<file path="src/hw/rtl/assert_macros.svh">
// ----------------------------------------------------------------------------
// Assertion macros
// Concurrent assertion wrappers; empty when SYNTHESIS is defined.
// ----------------------------------------------------------------------------
`ifndef ASSERT_MACROS_SVH
`define ASSERT_MACROS_SVH
`ifndef SYNTHESIS
// Check a property on every rising edge outside reset
`define SWTA_ASSERT(lbl, clk, rstn, prop, msg) \
    lbl: assert property (@(posedge clk) disable iff (!rstn) prop) \
        else $error(msg);
// Check that a condition never holds outside reset
`define SWTA_NEVER(lbl, clk, rstn, expr, msg) \
    lbl: assert property (@(posedge clk) disable iff (!rstn) !(expr)) \
        else $error(msg);
`else
`define SWTA_ASSERT(lbl, clk, rstn, prop, msg)
`define SWTA_NEVER(lbl, clk, rstn, expr, msg)
`endif
`endif

</file>
<file path="src/hw/rtl/swta_pkg.sv">
`timescale 1ns / 1ps
// ----------------------------------------------------------------------------
// Token admission package
// Shared widths, codes, types and constants of the token admission unit.
// ----------------------------------------------------------------------------
package swta_pkg;

    // Table size and derived widths
    localparam int TABLE_DEPTH = 64;
    localparam int CNT_W       = $clog2(TABLE_DEPTH);

    // Field widths
    localparam int TIME_W = 32;
    localparam int TOK_W  = 24;
    localparam int WIN_W  = 22;
    localparam int WAIT_W = 17;
    localparam int WSUM_W = 30;
    localparam int IDX_W  = 2;

    // Exact window sum and the width used for fit and saturation
    localparam int SUM_W  = TOK_W + $clog2(TABLE_DEPTH);
    localparam int SUMX_W = (SUM_W > WSUM_W) ? SUM_W : WSUM_W;
    localparam int SUMF_W = SUMX_W + 1;

    // Wait limits in ms
    localparam int unsigned MIN_WAIT_MS   = 50;
    localparam int unsigned MAX_WAIT_MS   = 120000;
    localparam int unsigned WAIT_GUARD_MS = 1;
    localparam int unsigned WINDOW_RST_MS = 60000;

    // Request codes
    localparam logic ACT_CHECK  = 1'b0;
    localparam logic ACT_RECORD = 1'b1;

    // Configuration register indexes
    localparam logic [IDX_W-1:0] REG_BUDGET   = 2'd0;
    localparam logic [IDX_W-1:0] REG_HEADROOM = 2'd1;
    localparam logic [IDX_W-1:0] REG_WINDOW   = 2'd2;

    // One usage record as held in a cell
    typedef struct packed {
        logic              valid;
        logic [TIME_W-1:0] time_ms;
        logic [TOK_W-1:0]  tok;
    } slot_t;

    // Configuration seen by the controller
    typedef struct packed {
        logic [TOK_W-1:0] budget;
        logic [TOK_W-1:0] headroom;
        logic [WIN_W-1:0] window_ms;
    } cfg_t;

    typedef enum logic [1:0] {
        ST_IDLE,
        ST_SCAN,
        ST_FINISH
    } swta_state_t;

endpackage

</file>
<file path="src/hw/rtl/swta_cell.sv">
`timescale 1ns / 1ps
// ----------------------------------------------------------------------------
// Record cell
// Holds one usage record and passes it to its neighbour on every shift.
// ----------------------------------------------------------------------------
module swta_cell
    import swta_pkg::*;
(
    input  logic  clk,
    input  logic  rst_n,
    input  logic  shift,
    input  slot_t rec_in,
    output slot_t rec_out
);

    logic              valid_reg;
    logic [TIME_W-1:0] time_reg;
    logic [TOK_W-1:0]  tok_reg;

    // Clear the valid flag at reset, take the neighbour's flag on shift
    always_ff @(posedge clk or negedge rst_n)
    begin
        if (!rst_n)
        begin
            valid_reg <= 1'b0;
        end
        else if (shift)
        begin
            valid_reg <= rec_in.valid;
        end
    end

    // Advance the payload on shift
    always_ff @(posedge clk)
    begin
        if (shift)
        begin
            time_reg <= rec_in.time_ms;
            tok_reg  <= rec_in.tok;
        end
    end

    assign rec_out.valid   = valid_reg;
    assign rec_out.time_ms = time_reg;
    assign rec_out.tok     = tok_reg;

endmodule

</file>
<file path="src/hw/rtl/swta_ctrl.sv">
`timescale 1ns / 1ps
`include "assert_macros.svh"
// ----------------------------------------------------------------------------
// Admission controller
// Rotates the record chain once per scanned request, prunes, sums and places records.
// ----------------------------------------------------------------------------
module swta_ctrl
    import swta_pkg::*;
(
    input  logic              clk,
    input  logic              rst_n,
    input  logic              start,
    input  logic              action,
    input  logic [TIME_W-1:0] now_ms,
    input  logic [TOK_W-1:0]  tokens,
    input  cfg_t              cfg,
    input  slot_t             head,
    output slot_t             tail,
    output logic              shift,
    output logic              busy,
    output logic              done,
    output logic              admitted,
    output logic              over_cap_empty,
    output logic [WAIT_W-1:0] wait_ms,
    output logic [WSUM_W-1:0] recent_sum,
    output logic              record_refused
);

    swta_state_t       state_reg, state_next;
    logic [CNT_W-1:0]  cnt_reg, cnt_next;
    logic              done_reg, done_next;
    logic              action_reg, action_next;
    logic [TIME_W-1:0] now_reg, now_next;
    logic [TOK_W-1:0]  tok_reg, tok_next;
    logic [TOK_W-1:0]  cap_reg, cap_next;
    logic              bypass_reg, bypass_next;
    logic [SUM_W-1:0]  sum_reg, sum_next;
    logic [WIN_W-1:0]  maxage_reg, maxage_next;
    logic              any_reg, any_next;
    logic              placed_reg, placed_next;
    logic              adm_reg, adm_next;
    logic              over_reg, over_next;
    logic [WAIT_W-1:0] wait_reg, wait_next;
    logic [WSUM_W-1:0] wsum_reg, wsum_next;
    logic              refused_reg, refused_next;

    logic [TIME_W-1:0] age;
    logic              live;
    logic [TOK_W-1:0]  cap_in;
    logic [SUMX_W-1:0] sum_x;
    logic              fit;
    logic [WIN_W:0]    wait_raw;

    // Age of the record at the head of the chain and its expiry
    assign age  = now_reg - head.time_ms;
    assign live = head.valid && (age <= TIME_W'(cfg.window_ms));

    // Cap is budget less headroom, floored at zero
    assign cap_in = (cfg.budget > cfg.headroom) ? (cfg.budget - cfg.headroom) : '0;

    // Closing arithmetic on the accumulated window
    assign sum_x    = SUMX_W'(sum_reg);
    assign fit      = ({1'b0, sum_x} + SUMF_W'(tok_reg)) <= SUMF_W'(cap_reg);
    assign wait_raw = {1'b0, cfg.window_ms} - {1'b0, maxage_reg}
                      + (WIN_W + 1)'(WAIT_GUARD_MS);

    // State and control registers
    always_ff @(posedge clk or negedge rst_n)
    begin
        if (!rst_n)
        begin
            state_reg <= ST_IDLE;
            cnt_reg   <= '0;
            done_reg  <= 1'b0;
        end
        else
        begin
            state_reg <= state_next;
            cnt_reg   <= cnt_next;
            done_reg  <= done_next;
        end
    end

    // Request, accumulator and result registers
    always_ff @(posedge clk)
    begin
        action_reg  <= action_next;
        now_reg     <= now_next;
        tok_reg     <= tok_next;
        cap_reg     <= cap_next;
        bypass_reg  <= bypass_next;
        sum_reg     <= sum_next;
        maxage_reg  <= maxage_next;
        any_reg     <= any_next;
        placed_reg  <= placed_next;
        adm_reg     <= adm_next;
        over_reg    <= over_next;
        wait_reg    <= wait_next;
        wsum_reg    <= wsum_next;
        refused_reg <= refused_next;
    end

    // Next state and outputs
    always_comb
    begin
        state_next   = state_reg;
        cnt_next     = cnt_reg;
        done_next    = 1'b0;
        action_next  = action_reg;
        now_next     = now_reg;
        tok_next     = tok_reg;
        cap_next     = cap_reg;
        bypass_next  = bypass_reg;
        sum_next     = sum_reg;
        maxage_next  = maxage_reg;
        any_next     = any_reg;
        placed_next  = placed_reg;
        adm_next     = adm_reg;
        over_next    = over_reg;
        wait_next    = wait_reg;
        wsum_next    = wsum_reg;
        refused_next = refused_reg;
        shift        = 1'b0;
        tail         = head;

        case (state_reg)
            ST_IDLE:
            begin
                // Latch the request and clear the accumulators
                if (start)
                begin
                    action_next = action;
                    now_next    = now_ms;
                    tok_next    = tokens;
                    cap_next    = cap_in;
                    if (action == ACT_CHECK)
                    begin
                        bypass_next = (cap_in == '0) || (tokens == '0);
                    end
                    else
                    begin
                        bypass_next = (tokens == '0);
                    end
                    sum_next    = '0;
                    maxage_next = '0;
                    any_next    = 1'b0;
                    placed_next = 1'b0;
                    cnt_next    = CNT_W'(TABLE_DEPTH - 1);
                    if (bypass_next)
                    begin
                        state_next = ST_FINISH;
                    end
                    else
                    begin
                        state_next = ST_SCAN;
                    end
                end
            end

            ST_SCAN:
            begin
                // Rotate one record past the head per cycle
                shift = 1'b1;
                if (action_reg == ACT_CHECK)
                begin
                    // Drop expired records, sum and age the rest
                    tail.valid = live;
                    if (live)
                    begin
                        sum_next = sum_reg + SUM_W'(head.tok);
                        any_next = 1'b1;
                        if (age[WIN_W-1:0] > maxage_reg)
                        begin
                            maxage_next = age[WIN_W-1:0];
                        end
                    end
                end
                else if (!placed_reg && !live)
                begin
                    // Place the record in the first free or expired slot
                    tail.valid   = 1'b1;
                    tail.time_ms = now_reg;
                    tail.tok     = tok_reg;
                    placed_next  = 1'b1;
                end
                cnt_next = cnt_reg - 1'b1;
                if (cnt_reg == '0)
                begin
                    state_next = ST_FINISH;
                end
            end

            ST_FINISH:
            begin
                // Form the result
                adm_next     = 1'b0;
                over_next    = 1'b0;
                wait_next    = '0;
                wsum_next    = '0;
                refused_next = 1'b0;
                if (action_reg == ACT_CHECK)
                begin
                    if (bypass_reg)
                    begin
                        adm_next = 1'b1;
                    end
                    else
                    begin
                        if (sum_x > SUMX_W'({WSUM_W{1'b1}}))
                        begin
                            wsum_next = {WSUM_W{1'b1}};
                        end
                        else
                        begin
                            wsum_next = sum_x[WSUM_W-1:0];
                        end
                        if (fit)
                        begin
                            adm_next = 1'b1;
                        end
                        else if (!any_reg)
                        begin
                            adm_next  = 1'b1;
                            over_next = 1'b1;
                        end
                        else if (wait_raw < (WIN_W + 1)'(MIN_WAIT_MS))
                        begin
                            wait_next = WAIT_W'(MIN_WAIT_MS);
                        end
                        else if (wait_raw > (WIN_W + 1)'(MAX_WAIT_MS))
                        begin
                            wait_next = WAIT_W'(MAX_WAIT_MS);
                        end
                        else
                        begin
                            wait_next = wait_raw[WAIT_W-1:0];
                        end
                    end
                end
                else
                begin
                    refused_next = !bypass_reg && !placed_reg;
                end
                done_next  = 1'b1;
                state_next = ST_IDLE;
            end

            default:
            begin
                state_next = ST_IDLE;
            end
        endcase
    end

    assign busy           = (state_reg != ST_IDLE);
    assign done           = done_reg;
    assign admitted       = adm_reg;
    assign over_cap_empty = over_reg;
    assign wait_ms        = wait_reg;
    assign recent_sum     = wsum_reg;
    assign record_refused = refused_reg;

    `SWTA_ASSERT(a_done_after_finish, clk, rst_n,
                 done_reg |-> $past(state_reg == ST_FINISH),
                 "result strobe without finishing step")
    `SWTA_ASSERT(a_admit_no_wait, clk, rst_n,
                 (done_reg && adm_reg) |-> (wait_reg == '0),
                 "admitted request carries a wait")
    `SWTA_ASSERT(a_over_admitted, clk, rst_n,
                 (done_reg && over_reg) |-> adm_reg,
                 "over-cap flag without admission")
    `SWTA_NEVER(a_refused_admit, clk, rst_n,
                done_reg && refused_reg && adm_reg,
                "refused record reported as admitted")
    `SWTA_ASSERT(a_start_busy, clk, rst_n,
                 (start && !busy) |=> busy,
                 "accepted request did not raise busy")

endmodule

</file>
<file path="src/hw/rtl/sliding_window_token_admission_unit.sv">
`timescale 1ns / 1ps
// ----------------------------------------------------------------------------
// Sliding-window token admission unit
// Flow: a request is latched in idle, scanned past every slot, then finished; a
//   check with zero cap or zero estimate, or a record of zero tokens, skips the scan.
// A new request is taken only while idle (busy low), the record chain rotating
//   once past the single compare-and-sum head per scanned request.
// Reset: all records invalid, budget and headroom 0, window 60000 ms; no
//   clearing pass. The receiver cannot stall: done is a one-cycle strobe.
// ----------------------------------------------------------------------------
module sliding_window_token_admission_unit
    import swta_pkg::*;
(
    input  logic              clk,
    input  logic              rst_n,
    input  logic              cfg_wr,
    input  logic [IDX_W-1:0]  cfg_idx,
    input  logic [TOK_W-1:0]  cfg_data,
    input  logic              start,
    output logic              busy,
    input  logic              action,
    input  logic [TIME_W-1:0] now_ms,
    input  logic [TOK_W-1:0]  tokens,
    output logic              done,
    output logic              admitted,
    output logic              over_cap_empty,
    output logic [WAIT_W-1:0] wait_ms,
    output logic [WSUM_W-1:0] recent_sum,
    output logic              record_refused
);

    logic [TOK_W-1:0] budget_reg;
    logic [TOK_W-1:0] headroom_reg;
    logic [WIN_W-1:0] window_reg;
    cfg_t             cfg;
    slot_t            link [0:TABLE_DEPTH];
    slot_t            tail_rec;
    logic             shift;

    // Configuration registers
    always_ff @(posedge clk or negedge rst_n)
    begin
        if (!rst_n)
        begin
            budget_reg   <= '0;
            headroom_reg <= '0;
            window_reg   <= WIN_W'(WINDOW_RST_MS);
        end
        else if (cfg_wr)
        begin
            case (cfg_idx)
                REG_BUDGET:   budget_reg   <= cfg_data;
                REG_HEADROOM: headroom_reg <= cfg_data;
                REG_WINDOW:   window_reg   <= cfg_data[WIN_W-1:0];
                default:      ;
            endcase
        end
    end

    assign cfg.budget    = budget_reg;
    assign cfg.headroom  = headroom_reg;
    assign cfg.window_ms = window_reg;

    // Record chain: cell i takes from cell i+1, the tail takes the head's update
    assign link[TABLE_DEPTH] = tail_rec;

    for (genvar i = 0; i < TABLE_DEPTH; i++)
    begin : g_cell
        swta_cell u_cell (
            .clk     (clk),
            .rst_n   (rst_n),
            .shift   (shift),
            .rec_in  (link[i + 1]),
            .rec_out (link[i])
        );
    end

    // Controller at the head of the chain
    swta_ctrl u_ctrl (
        .clk            (clk),
        .rst_n          (rst_n),
        .start          (start),
        .action         (action),
        .now_ms         (now_ms),
        .tokens         (tokens),
        .cfg            (cfg),
        .head           (link[0]),
        .tail           (tail_rec),
        .shift          (shift),
        .busy           (busy),
        .done           (done),
        .admitted       (admitted),
        .over_cap_empty (over_cap_empty),
        .wait_ms        (wait_ms),
        .recent_sum     (recent_sum),
        .record_refused (record_refused)
    );

endmodule
</file>
<file path="config.mk">
export PLATFORM = sky130hd
export DESIGN_NAME = sliding_window_token_admission_unit
export DESIGN_NICKNAME = d
export VERILOG_FILES = /design/src/hw/rtl/swta_pkg.sv /design/src/hw/rtl/swta_cell.sv /design/src/hw/rtl/swta_ctrl.sv /design/src/hw/rtl/sliding_window_token_admission_unit.sv
export VERILOG_INCLUDE_DIRS = /design/src /design/src/hw/rtl
export SDC_FILE = /design/constraint.sdc
export NUM_CORES = 2
export LEC_CHECK = 0
export BUFFER_PORTS_ARGS = -buffer_cell sky130_fd_sc_hd__buf_2
export CORE_MARGIN = 2
export CORE_UTILIZATION = 23
export CTS_CLUSTER_SIZE = 8
export DETAILED_ROUTE_END_ITERATION = 7
export PLACE_DENSITY = 0.45
export SLEW_MARGIN = 10
export SYNTH_ARGS = -nofsm -noshare
export SYNTH_HDL_FRONTEND = slang
export SYNTH_SLANG_ARGS = --single-unit
</file>
<file path="constraint.sdc">
create_clock -name clk -period 146.7 [get_ports clk]
set_clock_uncertainty 0.15 [all_clocks]
set_input_delay 0 -clock clk [delete_from_list [all_inputs] [get_ports clk]]
set_output_delay 0 -clock clk [all_outputs]
set_load 0.01 [all_outputs]
</file>
==> impl_metrics.env <==
export IMPL_path_class="flop to flop"
export IMPL_synthSimpleGateAreaFrac=0.0270
export IMPL_cp_max_fo=32
export IMPL_min_period_over_period=0.0445
export IMPL_power_density_nw_per_um2=24.9
export IMPL_avgSynthCellArea_um2=22.2
export IMPL_htree_levels=6
export IMPL_worst_ep_arrival_time_ns=7.11
export IMPL_ys_types=92
export IMPL_cpPeakStageDelay_ns=0.49
export IMPL_grt_pass1_wl_um=353000
export IMPL_synthAdderAreaFrac=0.0216
export IMPL_syn_nets=6141
export IMPL_ant_nets=0
export IMPL_report_power_total_mw=3.92
export IMPL_ios=139
export IMPL_wl_per_cell_um=16.3
export IMPL_status="finished, final reports clean"
export IMPL_cp_common_cell="nand4_1"
export IMPL_power_leakage_nw=53.3
export IMPL_drive_above_1_share=0.136
export IMPL_setup_worst_path_end_class="flop"
export IMPL_maxSlewHeadroom=0.197
export IMPL_final_common_cell="edfxtp_1"
export IMPL_slew_violations=0
export IMPL_power_switching_share=0.268
export IMPL_synth_flop_cell="edfxtp_1"
export IMPL_groute_usage_overall=0.0791
export IMPL_design_core_area_um2=561000
export IMPL_intPower_mw=2.87
export IMPL_worst_path_buf_inv=3
export IMPL_max_freq_mhz=153
export IMPL_hpwl_um=133000
export IMPL_grt_max_degree=191
export IMPL_setup_viol=0
export IMPL_peakVddDrop_mv=0.0181
export IMPL_netlist_area_um2=130000
export IMPL_vias=53800
export IMPL_initial_core_util=0.231
export IMPL_yosysWarnings=0
export IMPL_min_from="tokens[18]"
export IMPL_start_kind="flop"
export IMPL_critPathRequiredTime_ns=147.28
export IMPL_die_area_um2=570000
export IMPL_tightest_slew_ns=1.20
export IMPL_synthXorXnorAreaFrac=0.00696
export IMPL_final_cell_mix="edfxtp_1, clkbuf_16, nand2_1, ha_1"
export IMPL_finalSetupTns_ns=0
export IMPL_final_nets=6998
export IMPL_hold_violations=0
export IMPL_drc=0
export IMPL_area_growth_pct=21.2
export IMPL_r2r_end="g_cell[63].u_cell.time_reg[8]"
export IMPL_async_flop_share=0.0365
export IMPL_tritoncts="built"
export IMPL_die_y_um=755
export IMPL_grt_overflow_total=0
export IMPL_first_global_vias=55400
export IMPL_grt_antenna_before_repair=36
export IMPL_cp_cell_sequence="inv_1 > ha_1 > inv_1 > fa_1 > a211oi_1 > o21a_1 > or2_1 > nor2b_1 > o21ai_0 > xor2_1 > ha_1 > nand4_1 > nor3_1 > a21boi_1 > nor4b_1 > o21ai_0 > a311o_1 > nor4b_2 > nand4_1 > nand4_1 > buf_4 > mux2_1"
export IMPL_reg2reg_from="u_ctrl.now_reg[0]"
export IMPL_period_needed_ns=6.53
export IMPL_via_per_inst=3.77
export IMPL_place_gp_congestion=0.812
export IMPL_rows=275
export IMPL_syn_inst=5833
export IMPL_clock_sinks=3913
export IMPL_fp_dieW_um=755
export IMPL_p_sw_mw=1.05
export IMPL_io_buffers=138
export IMPL_synth_edf_count=3770
export IMPL_p_clk_frac=0.293
export IMPL_min_to="u_ctrl.tok_reg[18]"
export IMPL_cts_max_path_buffers=4
export IMPL_cts_resized=0
export IMPL_cts_buffers=562
export IMPL_slowest_stage="nand4_1"
export IMPL_nFillCells=54800
export IMPL_initialDrtViolationCount=4938
export IMPL_worstSkewPairLatency_ns=1.01
export IMPL_synth_compound_gate_area_share=0.0250
export IMPL_synth_seq_cells=3913
export IMPL_routed_wl_um=234000
export IMPL_min_path_type="primary input to flop"
export IMPL_clk_pin_slew_ns=0.05
export IMPL_muxShareOfSynthArea=0.0113
export IMPL_crit_family="simple AND/OR/NAND/NOR gates"
export IMPL_postCtsSetupRepairBufs=0
export IMPL_synth_top_family_by_area="simple AND/OR/NAND/NOR gates"
export IMPL_regToRegSetupSlack_ns=140.17
export IMPL_root_buffer="clkbuf_16"
export IMPL_min_path_cells=3
export IMPL_final_core_util=0.280
export IMPL_rsz0062_at_grt="no"
export IMPL_seqPwrFrac=0.561
export IMPL_cap_viol_max_count=0
export IMPL_combPwrFrac=0.145
export IMPL_reg2regPathDepth=22
export IMPL_largest_reg_flops=2048
export IMPL_yosysSeqAreaShare=0.901
export IMPL_dr_pass1_iters=7
==> worst max-delay path by stage <==
stage	startpoint	endpoint	slack (ns)	cells past startpoint
after CTS	u_ctrl.now_reg[0]	g_cell[63].u_cell.time_reg[8]	140.01	22
after detailed placement	u_ctrl.now_reg[0]	g_cell[63].u_cell.time_reg[8]	140.07	22
after floorplan	u_ctrl.state_reg[1]	u_ctrl.any_reg	28.53	5
after global placement	u_ctrl.now_reg[10]	g_cell[63].u_cell.time_reg[1]	140.12	21
after global routing	u_ctrl.now_reg[0]	g_cell[63].u_cell.time_reg[8]	139.67	22
final	u_ctrl.now_reg[0]	g_cell[63].u_cell.time_reg[8]	140.17	22
==> per-stage QoR <==
| step | area (um^2) | cells | setup slack [ns] | hold WS (ns) |
|---|---|---|---|---|
| 2_1_floorplan | 130000 | 5833 | 28.53 | -0.446 |
| 3_3_place_gp | 140000 | 13400 | 140.12 | -0.0559 |
| 3_5_place_dp | 140000 | 13400 | 140.07 | -0.0403 |
| 4_1_cts | 157000 | 14300 | 140.01 | 0.0166 |
| 5_1_grt | 157000 | 14300 | 139.67 | 0.0736 |
| 6_report | 157000 | 14300 | 140.17 | 0.132 |
==> Yosys cell counts, types with 8 or more instances <==
master / count / area [um^2]
ha_1: 216 / 2700
or3_1: 11 / 68.8
nand3_1: 41 / 205
o21ai_0: 62 / 310
clkbuf_1: 57 / 214
a21o_1: 62 / 465
xnor2_1: 61 / 534
o21a_1: 24 / 180
and4_1: 12 / 105
nor4_1: 20 / 125
dfrtp_1: 136 / 3400
o211ai_1: 16 / 120
nor2b_1: 26 / 163
nand2b_1: 14 / 87.6
buf_1: 8 / 30.0
nand4_1: 39 / 244
xor2_1: 42 / 368
mux2_2: 69 / 777
and2_1: 55 / 344
a31oi_1: 20 / 125
edfxtp_1: 3770 / 113000
nor3_1: 40 / 200
inv_1: 177 / 664
and3_1: 9 / 56.3
a21oi_1: 140 / 701
o21bai_1: 19 / 143
a211oi_1: 25 / 188
nor2_1: 136 / 510
mux2_1: 56 / 631
nand2_1: 288 / 1080
o21ai_1: 15 / 75.1
==> layout make-up <==
class / instances / area, um^2 / area share
clock buffers: 626 / 14500 / 0.0925
inverters: 178 / 678 / 0.00431
well taps: 7479 / 9360 / 0.0595
repair buffers: 367 / 2920 / 0.0186
diodes: 5 / 12.5 / 0.0000796
clock inverters: 54 / 938 / 0.00597
multi-input cells: 1668 / 12000 / 0.0762
flip-flops and latches: 3913 / 117000 / 0.743
==> cell families after synthesis <==
kind of cell,after synthesis
buffers and inverters,252
adders and majority gates,221
AOI/OAI and AO/OA,484
muxes,131
xor gates and xnor gates,103
DFF,3913
and+or+nand+nor,729
==> worst register-to-register path, cell delays in order (launching register included) <==
cell	delay, ns
edfxtp_1	0.39
inv_1	0.07
ha_1	0.16
inv_1	0.06
fa_1	0.42
a211oi_1	0.35
o21a_1	0.24
or2_1	0.17
nor2b_1	0.24
o21ai_0	0.15
xor2_1	0.30
ha_1	0.30
nand4_1	0.16
nor3_1	0.11
a21boi_1	0.15
nor4b_1	0.36
o21ai_0	0.20
a311o_1	0.31
nor4b_2	0.25
nand4_1	0.49
nand4_1	0.33
buf_4	0.44
mux2_1	0.45
==> layer usage <==
layer / track usage / vias up / wire (um)
met2: 0.118 / 1284 / 104000
met4: 0.0292 / 6 / 7440
met5: 0 / - / 36
li1: - / 24400 / -
met3: 0.0170 / 526 / 11100
met1: 0.113 / 27600 / 112000
==> power groups by stage <==
stage               clock network (mW)  registers, mW  logic (mW)
floorplan                            0           4.45       0.398
global placement                     0           2.22       0.561
detailed placement                   0           2.21       0.576
CTS                               1.20           2.22       0.581
global route                      1.24           2.26       0.637
finish                            1.15           2.20       0.569
==> repair_timing <==
| action | 4_1_cts | 5_1_grt |
|---|---|---|
| endpoints found under the hold margin | 303 | 0 |
| hold buffers | 176 | 0 |
| endpoints found under the setup margin | 0 | 0 |
No activity file was read; power rests on OpenSTA's default activity.
